**src/hdl/tpmz_pkg.sv**
```systemverilog
// tpmz_pkg: shared types and constants of the touch point median zone filter
// used by tpmz_ring and touch_point_median_zone_filter; no dependencies
package tpmz_pkg;

    localparam int COORD_W      = 8;
    localparam int TIME_W       = 32;
    localparam int SCREEN_W     = 9;
    localparam int GRACE_W      = 16;
    localparam int CFG_IDX_W    = 2;
    localparam int CFG_DATA_W   = 16;
    localparam int DEPTH        = 3;
    localparam int CENTRE       = 120;
    localparam int INNER_R2     = 70 * 70;
    localparam int OUTER_R2     = 104 * 104;
    localparam int DIST_W       = 17;

    localparam logic [7:0]           STATUS_POINT    = 8'd1;
    localparam logic [SCREEN_W-1:0]  SCREEN_SIZE_RST = 9'd240;
    localparam logic [GRACE_W-1:0]   GRACE_TIME_RST  = 16'd30;

    localparam logic [CFG_IDX_W-1:0] REG_SCREEN_SIZE = 2'd0;
    localparam logic [CFG_IDX_W-1:0] REG_GRACE_TIME  = 2'd1;

    typedef enum logic [2:0] {
        CALL_NONE          = 3'd0,
        CALL_PRESSED_POINT = 3'd1,
        CALL_PRESSED_BARE  = 3'd2,
        CALL_RELEASE       = 3'd3,
        CALL_CANCEL        = 3'd4
    } t_call_kind;

    typedef enum logic [1:0] {
        ZONE_CENTRE  = 2'd0,
        ZONE_RING    = 2'd1,
        ZONE_OUTSIDE = 2'd2
    } t_zone;

    typedef struct packed {
        logic                touch_active;
        logic                byte_count_ok;
        logic [7:0]          status_byte;
        logic [COORD_W-1:0]  raw_x;
        logic [COORD_W-1:0]  raw_y;
        logic [TIME_W-1:0]   now_ms;
    } t_in_word;

    typedef struct packed {
        t_call_kind          call_kind;
        logic [COORD_W-1:0]  point_x;
        logic [COORD_W-1:0]  point_y;
        t_zone               ring_zone;
        logic                panel_healthy;
        logic [TIME_W-1:0]   event_time;
    } t_out_word;

endpackage

```
**src/hdl/tpmz_ring.sv**
```systemverilog
// tpmz_ring: sorts a point into a ring zone by squared distance from the centre
// depends on tpmz_pkg
module tpmz_ring (
    input  logic [tpmz_pkg::COORD_W-1:0] i_x,
    input  logic [tpmz_pkg::COORD_W-1:0] i_y,
    output tpmz_pkg::t_zone              o_zone
);

    localparam logic [tpmz_pkg::COORD_W-1:0] CTR = tpmz_pkg::COORD_W'(tpmz_pkg::CENTRE);

    logic [tpmz_pkg::COORD_W-1:0]   ax;
    logic [tpmz_pkg::COORD_W-1:0]   ay;
    logic [2*tpmz_pkg::COORD_W-1:0] sx;
    logic [2*tpmz_pkg::COORD_W-1:0] sy;
    logic [tpmz_pkg::DIST_W-1:0]    d2;

    // absolute offsets from the centre
    assign ax = (i_x >= CTR) ? (i_x - CTR) : (CTR - i_x);
    assign ay = (i_y >= CTR) ? (i_y - CTR) : (CTR - i_y);
    assign sx = ax * ax;
    assign sy = ay * ay;
    assign d2 = tpmz_pkg::DIST_W'(sx) + tpmz_pkg::DIST_W'(sy);

    always_comb begin
        priority if (d2 <= tpmz_pkg::DIST_W'(tpmz_pkg::INNER_R2)) begin
            o_zone = tpmz_pkg::ZONE_CENTRE;
        end else if (d2 <= tpmz_pkg::DIST_W'(tpmz_pkg::OUTER_R2)) begin
            o_zone = tpmz_pkg::ZONE_RING;
        end else begin
            o_zone = tpmz_pkg::ZONE_OUTSIDE;
        end
    end

endmodule

```
**src/hdl/touch_point_median_zone_filter.sv**
```systemverilog
// touch_point_median_zone_filter: top level, validation, median-of-three window,
// grace handling and call generation; depends on tpmz_pkg and tpmz_ring
//
// One poll word in, one call word out. The block takes a word every cycle unless
// o_in_stall is high, and carries it through an input register, then
// one stage of validation, window update, median and ring sort feeding the output register.
// The output register decouples the sides, so a new word is taken while a finished
// call waits; i_out_stall backs up through both registers. Configuration writes are
// always ready and should be made while no word is in flight. Zone uses squared
// distance from (120,120): centre up to 70^2, ring up to 104^2, outside beyond.
module touch_point_median_zone_filter (
    input  logic                             i_clk,
    input  logic                             i_rst_n,
    input  logic                             i_in_valid,
    output logic                             o_in_stall,
    input  tpmz_pkg::t_in_word               i_in_word,
    output logic                             o_out_valid,
    input  logic                             i_out_stall,
    output tpmz_pkg::t_out_word              o_out_word,
    input  logic                             i_cfg_valid,
    output logic                             o_cfg_ready,
    input  logic [tpmz_pkg::CFG_IDX_W-1:0]   i_cfg_index,
    input  logic [tpmz_pkg::CFG_DATA_W-1:0]  i_cfg_data
);

    localparam int CW = tpmz_pkg::COORD_W;
    localparam int SW = $clog2(tpmz_pkg::DEPTH);
    localparam int FW = $clog2(tpmz_pkg::DEPTH + 1);

    function automatic logic [CW-1:0] mid3(input logic [CW-1:0] a,
                                           input logic [CW-1:0] b,
                                           input logic [CW-1:0] c);
        logic [CW-1:0] lo;
        logic [CW-1:0] hi;
        logic [CW-1:0] m;
        lo = (a < b) ? a : b;
        hi = (a < b) ? b : a;
        m  = (hi < c) ? hi : c;
        return (lo > m) ? lo : m;
    endfunction

    // configuration
    logic [tpmz_pkg::SCREEN_W-1:0] r_screen_size;
    logic [tpmz_pkg::GRACE_W-1:0]  r_grace_time;

    // pipeline registers
    logic                  r_in_valid;
    tpmz_pkg::t_in_word    r_in;
    logic                  r_out_valid;
    tpmz_pkg::t_out_word   r_out;

    // filter state
    logic                          r_touching;
    logic [tpmz_pkg::TIME_W-1:0]   r_last_valid;
    logic [CW-1:0]                 r_held_x;
    logic [CW-1:0]                 r_held_y;
    tpmz_pkg::t_zone               r_held_zone;
    logic [CW-1:0]                 r_win_x [tpmz_pkg::DEPTH];
    logic [CW-1:0]                 r_win_y [tpmz_pkg::DEPTH];
    logic [SW-1:0]                 r_slot;
    logic [FW-1:0]                 r_fill;
    logic                          r_healthy;

    logic                          n_touching;
    logic [tpmz_pkg::TIME_W-1:0]   n_last_valid;
    logic [CW-1:0]                 n_held_x;
    logic [CW-1:0]                 n_held_y;
    tpmz_pkg::t_zone               n_held_zone;
    logic [CW-1:0]                 n_win_x [tpmz_pkg::DEPTH];
    logic [CW-1:0]                 n_win_y [tpmz_pkg::DEPTH];
    logic [SW-1:0]                 n_slot;
    logic [FW-1:0]                 n_fill;
    logic                          n_healthy;
    tpmz_pkg::t_out_word           n_out;

    logic                          out_load;
    logic                          fire;
    logic                          read_ok;
    logic                          in_grace;
    logic [tpmz_pkg::TIME_W-1:0]   since_valid;
    logic [FW-1:0]                 fill_inc;
    logic [CW-1:0]                 filt_x;
    logic [CW-1:0]                 filt_y;
    tpmz_pkg::t_zone               filt_zone;

    assign out_load    = !r_out_valid || !i_out_stall;
    assign fire        = r_in_valid && out_load;
    assign o_in_stall  = r_in_valid && !out_load;
    assign o_out_valid = r_out_valid;
    assign o_out_word  = r_out;
    assign o_cfg_ready = 1'b1;

    assign read_ok = r_in.byte_count_ok
                  && (r_in.status_byte == tpmz_pkg::STATUS_POINT)
                  && ({1'b0, r_in.raw_x} < r_screen_size)
                  && ({1'b0, r_in.raw_y} < r_screen_size);

    assign since_valid = r_in.now_ms - r_last_valid;
    assign in_grace    = since_valid <= tpmz_pkg::TIME_W'(r_grace_time);

    // window write and median
    always_comb begin
        n_win_x = r_win_x;
        n_win_y = r_win_y;
        n_win_x[r_slot] = r_in.raw_x;
        n_win_y[r_slot] = r_in.raw_y;
        fill_inc = (r_fill == FW'(tpmz_pkg::DEPTH)) ? r_fill : (r_fill + FW'(1));
        if (fill_inc == FW'(tpmz_pkg::DEPTH)) begin
            filt_x = mid3(n_win_x[0], n_win_x[1], n_win_x[2]);
            filt_y = mid3(n_win_y[0], n_win_y[1], n_win_y[2]);
        end else begin
            filt_x = r_in.raw_x;
            filt_y = r_in.raw_y;
        end
    end

    tpmz_ring u_ring (
        .i_x    (filt_x),
        .i_y    (filt_y),
        .o_zone (filt_zone)
    );

    always_comb begin
        n_touching   = r_touching;
        n_last_valid = r_last_valid;
        n_held_x     = r_held_x;
        n_held_y     = r_held_y;
        n_held_zone  = r_held_zone;
        n_slot       = r_slot;
        n_fill       = r_fill;
        n_healthy    = r_healthy;
        n_out        = '0;
        if (r_in.touch_active) begin
            if (!read_ok) begin
                n_healthy = 1'b0;
                if (r_touching && in_grace) begin
                    n_out.call_kind = tpmz_pkg::CALL_NONE;
                end else if (r_touching) begin
                    n_touching       = 1'b0;
                    n_fill           = '0;
                    n_out.call_kind  = tpmz_pkg::CALL_CANCEL;
                    n_out.point_x    = r_held_x;
                    n_out.point_y    = r_held_y;
                    n_out.event_time = r_in.now_ms;
                end else begin
                    n_out.call_kind  = tpmz_pkg::CALL_PRESSED_BARE;
                    n_out.event_time = r_in.now_ms;
                end
            end else begin
                n_healthy        = 1'b1;
                n_last_valid     = r_in.now_ms;
                n_slot           = (r_slot == SW'(tpmz_pkg::DEPTH - 1)) ? '0 : r_slot + SW'(1);
                n_fill           = fill_inc;
                n_held_x         = filt_x;
                n_held_y         = filt_y;
                n_held_zone      = filt_zone;
                n_touching       = 1'b1;
                n_out.call_kind  = tpmz_pkg::CALL_PRESSED_POINT;
                n_out.point_x    = filt_x;
                n_out.point_y    = filt_y;
                n_out.ring_zone  = filt_zone;
                n_out.event_time = r_in.now_ms;
            end
        end else if (r_touching) begin
            n_touching       = 1'b0;
            n_fill           = '0;
            n_out.call_kind  = tpmz_pkg::CALL_RELEASE;
            n_out.point_x    = r_held_x;
            n_out.point_y    = r_held_y;
            n_out.ring_zone  = r_held_zone;
            n_out.event_time = r_in.now_ms;
        end
        n_out.panel_healthy = n_healthy;
    end

    always_ff @(posedge i_clk) begin
        if (!i_rst_n) begin
            r_screen_size <= tpmz_pkg::SCREEN_SIZE_RST;
            r_grace_time  <= tpmz_pkg::GRACE_TIME_RST;
        end else if (i_cfg_valid) begin
            unique case (i_cfg_index)
                tpmz_pkg::REG_SCREEN_SIZE: begin
                    r_screen_size <= i_cfg_data[tpmz_pkg::SCREEN_W-1:0];
                end
                tpmz_pkg::REG_GRACE_TIME: begin
                    r_grace_time <= i_cfg_data[tpmz_pkg::GRACE_W-1:0];
                end
                default: begin
                end
            endcase
        end
    end

    always_ff @(posedge i_clk) begin
        if (!o_in_stall && i_in_valid) begin
            r_in <= i_in_word;
        end
        if (fire) begin
            r_out <= n_out;
        end
        if (!i_rst_n) begin
            r_in_valid   <= 1'b0;
            r_out_valid  <= 1'b0;
            r_touching   <= 1'b0;
            r_last_valid <= '0;
            r_held_x     <= '0;
            r_held_y     <= '0;
            r_held_zone  <= tpmz_pkg::ZONE_OUTSIDE;
            r_win_x      <= '{default: '0};
            r_win_y      <= '{default: '0};
            r_slot       <= '0;
            r_fill       <= '0;
            r_healthy    <= 1'b0;
        end else begin
            if (!o_in_stall) begin
                r_in_valid <= i_in_valid;
            end
            if (out_load) begin
                r_out_valid <= r_in_valid;
            end
            if (fire) begin
                r_touching   <= n_touching;
                r_last_valid <= n_last_valid;
                r_held_x     <= n_held_x;
                r_held_y     <= n_held_y;
                r_held_zone  <= n_held_zone;
                if (r_in.touch_active && read_ok) begin
                    r_win_x <= n_win_x;
                    r_win_y <= n_win_y;
                end
                r_slot       <= n_slot;
                r_fill       <= n_fill;
                r_healthy    <= n_healthy;
            end
        end
    end

    // window slot stays inside the window
    a_slot_range: assert property (@(posedge i_clk) disable iff (!i_rst_n)
        r_slot != SW'(tpmz_pkg::DEPTH))
        else $error("window slot out of range");

    // a point call always reports a healthy panel
    a_point_healthy: assert property (@(posedge i_clk) disable iff (!i_rst_n)
        (r_out_valid && r_out.call_kind == tpmz_pkg::CALL_PRESSED_POINT)
            |-> r_out.panel_healthy)
        else $error("point call with unhealthy panel");

    // release or cancel ends the gesture and empties the window
    a_end_clears: assert property (@(posedge i_clk) disable iff (!i_rst_n)
        (fire && (n_out.call_kind == tpmz_pkg::CALL_RELEASE
               || n_out.call_kind == tpmz_pkg::CALL_CANCEL))
            |=> (!r_touching && r_fill == '0))
        else $error("gesture end did not clear state");

    // a stalled result holds its word
    a_out_hold: assert property (@(posedge i_clk) disable iff (!i_rst_n)
        (r_out_valid && i_out_stall) |=> (r_out_valid && $stable(r_out)))
        else $error("stalled result changed");

    // a point call means the block is now in a gesture
    a_point_touching: assert property (@(posedge i_clk) disable iff (!i_rst_n)
        (fire && n_out.call_kind == tpmz_pkg::CALL_PRESSED_POINT) |=> r_touching)
        else $error("point call left block idle");

endmodule
```
**config.mk**
```make
export PLATFORM = sky130hd
export DESIGN_NAME = touch_point_median_zone_filter
export DESIGN_NICKNAME = d
export VERILOG_FILES = /design/src/hdl/tpmz_pkg.sv /design/src/hdl/tpmz_ring.sv /design/src/hdl/touch_point_median_zone_filter.sv
export SDC_FILE = /design/constraint.sdc
export NUM_CORES = 1
export LEC_CHECK = 0
export BUFFER_PORTS_ARGS = -buffer_cell sky130_fd_sc_hd__buf_2
export CAP_MARGIN = 20
export CORE_ASPECT_RATIO = 0.9
export CORE_MARGIN = 2
export CORE_UTILIZATION = 53
export DETAILED_ROUTE_END_ITERATION = 12
export MAX_ROUTING_LAYER = met4
export PLACE_DENSITY = 0.81
export SYNTH_ARGS = -nofsm -noshare
export SYNTH_HDL_FRONTEND = slang
export SYNTH_SLANG_ARGS = --single-unit
```
**constraint.sdc**
```tcl
create_clock -name i_clk -period 40.7 [get_ports i_clk]
set_input_delay 0 -clock i_clk [delete_from_list [all_inputs] [get_ports i_clk]]
set_output_delay 0 -clock i_clk [all_outputs]
set_load 0.05 [all_outputs]
```
==> flow_summary.yaml, run 1 <==
die:
  core_area_sq_um: 33710
  dieHeight_microns: 179.0
  die-area_sq_um: 35500
  initial_core_util_pct: 53.47
  ios: 138
  rows: 64
  die_width_microns: 198.4
layout:
  final_cells: 2658
  sequential_cell_area_sq_um: 5986
  nFillCells: 2721
  finish.net_count: 2497
  multi_input_area_sq_um: 10930
  drive_gt1_share_pct: 11.25
  area_delta_synth_final_pct: 15.31
grt:
  antenna_found_initial: 1
  grt_pass1_vias: 15540
  grt_max_degree: 85
  grt_pass1_wl_microns: 81550
  track_usage_pct: 30.01
  gr-total-overflow: 0
routing:
  via_per_inst: 5.874
  vias: 15610
  firstDrtPassIters: 6
  drc: 0
  drt_iter0_drc: 1202
  wl_per_cell_microns: 19.31
  wl_microns: 51320
  antenna_left: 0
yosys:
  netlist_area_sq_um: 18030
  synth-seq-area-share_pct: 33.21
  async_flop_share_pct: 0
  yosys_warnings: 0
  yosysUniqueCellTypes: 92
  synth-edff-count: 112
  avgSynthCellArea_sq_um: 9.054
  synthCells: 1991
  ys.flop_type: "dfxtp_1"
  synth_fp_nets: 2313
  ys_ff_latch: 243
critical_path:
  path_common_cell: "inv_1"
  worstReg2RegEnd: "o_out_word[34]$_DFFE_PP_"
  critPathSlowestCell: "nor2b_2"
  worstPathMaxFanout: 20
  setup.worst_path.class: "reg2reg"
  cp.arrival_ns: 17.33
  critical_path.startpoint: "r_slot[0]$_SDFFE_PN0P_"
  worstPathRequired_ns: 41.01
  reg2reg_slack_ns: 23.68
  timing.rr.start: "r_slot[0]$_SDFFE_PN0P_"
  endpoint: "o_out_word[34]$_DFFE_PP_"
  r2r_cells: 54
  worst_setup_path_end_kind: "register"
  start_kind: "register"
  cp_slowest_stage_delay_ns: 0.72
place:
  place_congestion: 0.9662
  place_ws_ns: 24.09
  portBuffers: 136
  dp_hpwl_microns: 36470
  place_inst: 2524
power:
  p_sw_uw: 909.9
  internal_power_uw: 942.3
  power_frac_seq_pct: 14.6
  pwr-share-comb_pct: 72.7
  switching_share_pct: 49.13
  powerDensity_nw_per_um2: 89.11
  p_leak_nw: 8.613
  ir_worst_vdd_mv: 0.2343
  clock_power_share_pct: 12.7
  total_power_mw: 1.852
sta:
  whs_ns: 0.03610
  fin_crit_sh_pct: 41.81
  fin_crit_ns: 17.02
  rsz0062_at_grt: "no"
  slew_viol_final: 0
  worst_slew_pin_slew_ns: 1.157
  clock.fmax_mhz: 58.76
  finalSetupTns_ns: 0
  fin_skew_ns: 0.01103
  hold_viol_final: 0
  setup_violations: 0
  fin_ws_ns: 23.68
  slew_headroom_pct: 22.90
cts:
  clk_latency_ns: 0.57
  cts_buffers: 26
  htree_levels: 1
  clk_pin_slew_ns: 0.07
  clock_sinks: 243
  cts_tree: "done"
  cts_root_buf: "clkbuf_16"
  cts_max_path_buffers: 3
job:
  cap_viol_max_count: 0
worst_hold_path:
  worstHoldPathType: "in2reg"
outcome:
  status: "finished clean"
critical path, delay by kind of cell, from the launching register on:
kind / cells / cell delay [ns]
flip-flops: 1 / 0.66
AO/OA/AOI/OAI: 24 / 7.38
multiplexers: 5 / 1.74
adder cells (fa/ha/maj): 11 / 4.56
buffers and inverters: 8 / 1.03
AND/OR/NAND/NOR: 6 / 1.41
layout make-up:
cell class	count	share of cell area [%]
multi-input cells	1452	52.56
flip-flops and latches	243	28.80
repair buffers	238	7.982
inverters	214	3.870
clock buffers	31	3.317
well taps	462	2.781
clock inverters	17	0.6802
diodes	1	0.01204
synth_stat cells (44+ instances only):
cell | n | area [sq um]
nand2_1 | 222 | 833.3
fa_1 | 77 | 1541
and2_1 | 44 | 275.3
edfxtp_1 | 112 | 3363
a21oi_1 | 178 | 890.9
mux2i_1 | 67 | 670.6
clkbuf_1 | 67 | 251.5
inv_1 | 211 | 792.0
dfxtp_1 | 131 | 2623
a211oi_1 | 58 | 435.4
ha_1 | 164 | 2052
nor2_1 | 173 | 649.4
repair_timing:
item / CTS / global route
hold buffers: 85 / 0
gates resized for setup: 0 / 0
buffers inserted: 0 / 0
endpoints found under the hold margin: 87 / 0
through the flow:
stage	instance area [sq um]	util, %
6_report	20790	61.66
3_3_place_gp	19090	56.64
5_1_grt	20790	61.66
2_1_floorplan	18030	-
3_5_place_dp	19100	56.66
4_1_cts	20780	61.65
flip-flops by register name, indices dropped and copies added (netlist names), 8 cells and up:
name and flops:
r_win_y 24, r_win_x 24, r_in 58, r_grace_time 16
r_held_x 8, r_held_y 8, o_out_word 54, r_last_valid 32
r_screen_size 9
power by group through the flow:
stage | logic [mW] | registers (mW) | clock network [mW]
after global placement | 1.26 | 0.275 | 0
after global routing | 1.53 | 0.271 | 0.244
after detailed placement | 1.30 | 0.275 | 0
after CTS | 1.33 | 0.270 | 0.235
after floorplan | 1.01 | 0.281 | 0
final | 1.35 | 0.270 | 0.234
per-layer routing:
metal	GRT usage, %	vias up	routed length [microns]
met2	46.89	633	23440
li1	-	7356	-
met5	-	-	0
met4	9.586	0	1584
met3	5.530	120	4137
met1	39.61	7505	22160
logic make-up (layout without fill, tap and decap cells):
family	count (synthesis)	count (layout)	share of synthesized area, %
flip-flops	243	243	33.21
multiplexers	81	81	4.595
AO/OA/AOI/OAI	493	493	18.59
adder cells (fa/ha/maj)	241	241	19.93
other	1	2	0.02080
XOR/XNOR	45	45	2.228
AND/OR/NAND/NOR	591	591	15.15
buffers and inverters	296	500	6.275
layout by cell type (no fill, tap or decap), types with 7 or more instances in the layout:
cell / netlist / layout
o21ai_0: 40 / 40
and2_1: 44 / 43
a2111oi_0: 7 / 7
nand3_1: 26 / 26
mux2i_1: 67 / 67
fa_1: 77 / 77
o211ai_1: 20 / 20
a32o_1: 19 / 19
o21bai_1: 15 / 15
buf_2: 7 / 136
inv_1: 211 / 209
xnor2_1: 31 / 31
clkinv_2: 0 / 8
edfxtp_1: 112 / 112
xor2_1: 13 / 13
buf_4: 1 / 17
nand2b_1: 13 / 13
and3_1: 11 / 11
nand3b_1: 9 / 9
o21a_1: 23 / 23
dlygate4sd3_1: 0 / 85
nor2b_1: 17 / 15
mux2_2: 14 / 14
dfxtp_1: 131 / 131
nand2_1: 222 / 222
ha_1: 164 / 164
a21o_1: 40 / 40
a31oi_1: 12 / 12
nor2_1: 173 / 172
nand4_1: 12 / 12
clkbuf_16: 0 / 26
nor3_1: 22 / 22
a211oi_1: 58 / 58
a21oi_1: 178 / 178
how the worst min path moves through the flow:
stage / from / endpoint / slack, ns / cells after the start
final: i_cfg_valid / r_screen_size[0]$_SDFFE_PN0P_ / 0.04 / 4
after global routing: i_cfg_valid / r_screen_size[2]$_SDFFE_PN0P_ / 0.08 / 4
after CTS: i_cfg_valid / r_screen_size[0]$_SDFFE_PN0P_ / 0.01 / 4
after detailed placement: i_in_word[48] / r_in[48]$_DFFE_PP_ / 0.18 / 1
after global placement: i_in_word[2] / r_in[2]$_DFFE_PP_ / 0.18 / 1
after floorplan: i_in_word[0] / r_in[0]$_DFFE_PP_ / 0.1 / 0
(Power assumes the default switching activity.)
==> inputs of run 2 (changes only) <==
==> constraint.sdc (replaced) <==
create_clock -name i_clk -period 16.25 [get_ports i_clk]
set_input_delay 0 -clock i_clk [delete_from_list [all_inputs] [get_ports i_clk]]
set_output_delay 0 -clock i_clk [all_outputs]
set_load 0.05 [all_outputs]
==> run 2 against run 1 <==
Compared with the run above:
- sequential power rose to 2.5 times the previous value
- die area unchanged
- wire length down 1.5%
- utilization up 0.34 points
- combinational power up 140%
- highest routed layer unchanged
==> flow_summary.yaml, run 2 (same netlist as run 1, synthesis figures left out) <==
grt:
  antenna_found_initial: 0
  grt_pass1_vias: 15120
  track_usage_pct: 29.22
  grt_max_degree: 92
  gr-total-overflow: 0
  grt_pass1_wl_microns: 79180
critical_path:
  worstPathMaxFanout: 16
  worstPathRequired_ns: 16.57
  worstReg2RegEnd: "o_out_word[34]$_DFFE_PP_"
  path_common_cell: "ha_1"
  critical_path_buf_inv_count: 7
  worst_setup_path_end_kind: "register"
  cp.arrival_ns: 15.69
  reg2reg_slack_ns: 0.88
  r2r_cells: 55
  critPathSlowestCell: "a2111o_1"
  start_kind: "register"
  crit_family: "compound AO/OA/AOI/OAI gates"
  timing.rr.start: "r_slot[1]$_SDFFE_PN0P_"
  cp_slowest_stage_delay_ns: 0.60
  setup.worst_path.class: "reg2reg"
layout:
  layout_commonest_cell: "nand2_1"
  post-route-util_pct: 62.00
  final_cell_mix: "nand2_1 (222), inv_1 (209), a21oi_1 (178)"
  area_delta_synth_final_pct: 15.94
  nFillCells: 2693
  diodes: 0
  finish.net_count: 2505
  largest_reg_flops: 58
  regMostFlops: "r_in"
  drive_gt1_share_pct: 11.53
sta:
  fin_skew_ns: 0.01119
  hold_viol_final: 0
  slew_headroom_pct: 33.08
  fin_crit_sh_pct: 94.58
  fin_crit_ns: 15.37
  clock.fmax_mhz: 65.06
  rsz0062_at_grt: "no"
  setup_violations: 0
  finalSetupTns_ns: 0
  slew_viol_final: 0
  worst_slew_pin_slew_ns: 1.004
routing:
  wl_per_cell_microns: 18.97
  wl_microns: 50540
  via_per_inst: 5.848
  drc: 0
  antenna_left: 0
  drt_iter0_drc: 1525
  firstDrtPassIters: 6
  vias: 15580
die:
  rows: 64
  die_width_microns: 198.4
  initial_core_util_pct: 53.47
  core_area_sq_um: 33710
  dieHeight_microns: 179.0
  die-area_sq_um: 35500
  ios: 138
worst_hold_path:
  worstHoldPathType: "in2reg"
  hold_start: "i_cfg_valid"
  whs_path_depth: 5
  min_to: "r_screen_size[3]$_SDFFE_PN0P_"
outcome:
  status: "finished clean"
cts:
  cts_tree: "done"
  postCtsSetupBuffers: 0
  clock_sinks: 243
  cts_buffers: 25
  htree_levels: 1
  clk_latency_ns: 0.57
  cts_max_path_buffers: 3
  cts_root_buf: "clkbuf_16"
  clk_pin_slew_ns: 0.06
place:
  dp_hpwl_microns: 35400
  place_congestion: 0.9896
  portBuffers: 136
power:
  powerDensity_nw_per_um2: 217.9
  p_leak_nw: 8.656
  ir_worst_vdd_mv: 0.5966
job:
  cap_viol_max_count: 0
## run 2: cell type report
type                       instances  area, sq um  area share [%]
clock buffer                      35        673.1           3.221
clock inverter                    11        132.6          0.6346
inverter                         214        804.5           3.849
multi-input combinational       1452        10980           52.51
sequential                       243         5987           28.65
tap                              462        578.1           2.766
timing repair buffer             247         1749           8.369
## run 2: how the worst max path moves through the flow
stage / slack (ns) / start / depth (start not counted) / end
after floorplan: 1.58 / r_slot[1]$_SDFFE_PN0P_ / 65 / o_out_word[34]$_DFFE_PP_
after global placement: 1.03 / r_slot[0]$_SDFFE_PN0P_ / 54 / o_out_word[34]$_DFFE_PP_
after detailed placement: 0.64 / r_slot[0]$_SDFFE_PN0P_ / 54 / o_out_word[34]$_DFFE_PP_
after CTS: 0.59 / r_slot[0]$_SDFFE_PN0P_ / 54 / o_out_word[34]$_DFFE_PP_
after global routing: 0.006 / r_slot[1]$_SDFFE_PN0P_ / 58 / o_out_word[33]$_DFFE_PP_
final: 0.88 / r_slot[1]$_SDFFE_PN0P_ / 55 / o_out_word[34]$_DFFE_PP_
## run 2: where the power goes
group | switching, mW | total (mW) | internal (mW)
clock | 0.258 | 0.583 | 0.325
combinational | 1.93 | 3.29 | 1.36
sequential | 0.0167 | 0.677 | 0.660
## run 2: timing repair
action                                 in CTS  in global routing
hold buffers                               89                  0
gates resized for setup                     0                 12
endpoints found under the hold margin      87                  0
setup endpoints to repair                   0                  4
## run 2: worst min-delay path, stage by stage
cell	delay, ns
buf_2	0.11
nor3b_1	0.13
buf_4	0.18
nand2_1	0.08
a21oi_1	0.05
## run 2: routing by layer
layer	part of all wire [%]	global-route usage (%)	wire length, microns
met2	46	45.54	23060
met1	43	38.70	21780
met4	3.2	10.18	1637
met5	0	-	0
met3	8.0	4.872	4066
## run 2: metrics by stage
stage / hold slack [ns] / std cells / cell area [sq um] / total power, mW / setup slack, ns
2_1_floorplan: 0.09887 / 1991 / 18030 / 3.241 / 1.580
6_report: 0.04030 / 2664 / 20900 / 4.553 / 0.8805
3_3_place_gp: 0.1765 / 2528 / 19130 / 3.808 / 1.032
4_1_cts: 0.02977 / 2663 / 20830 / 4.539 / 0.5882
3_5_place_dp: 0.1781 / 2528 / 19130 / 3.917 / 0.6365
5_1_grt: 0.05087 / 2664 / 20900 / 5.002 / 0.005645
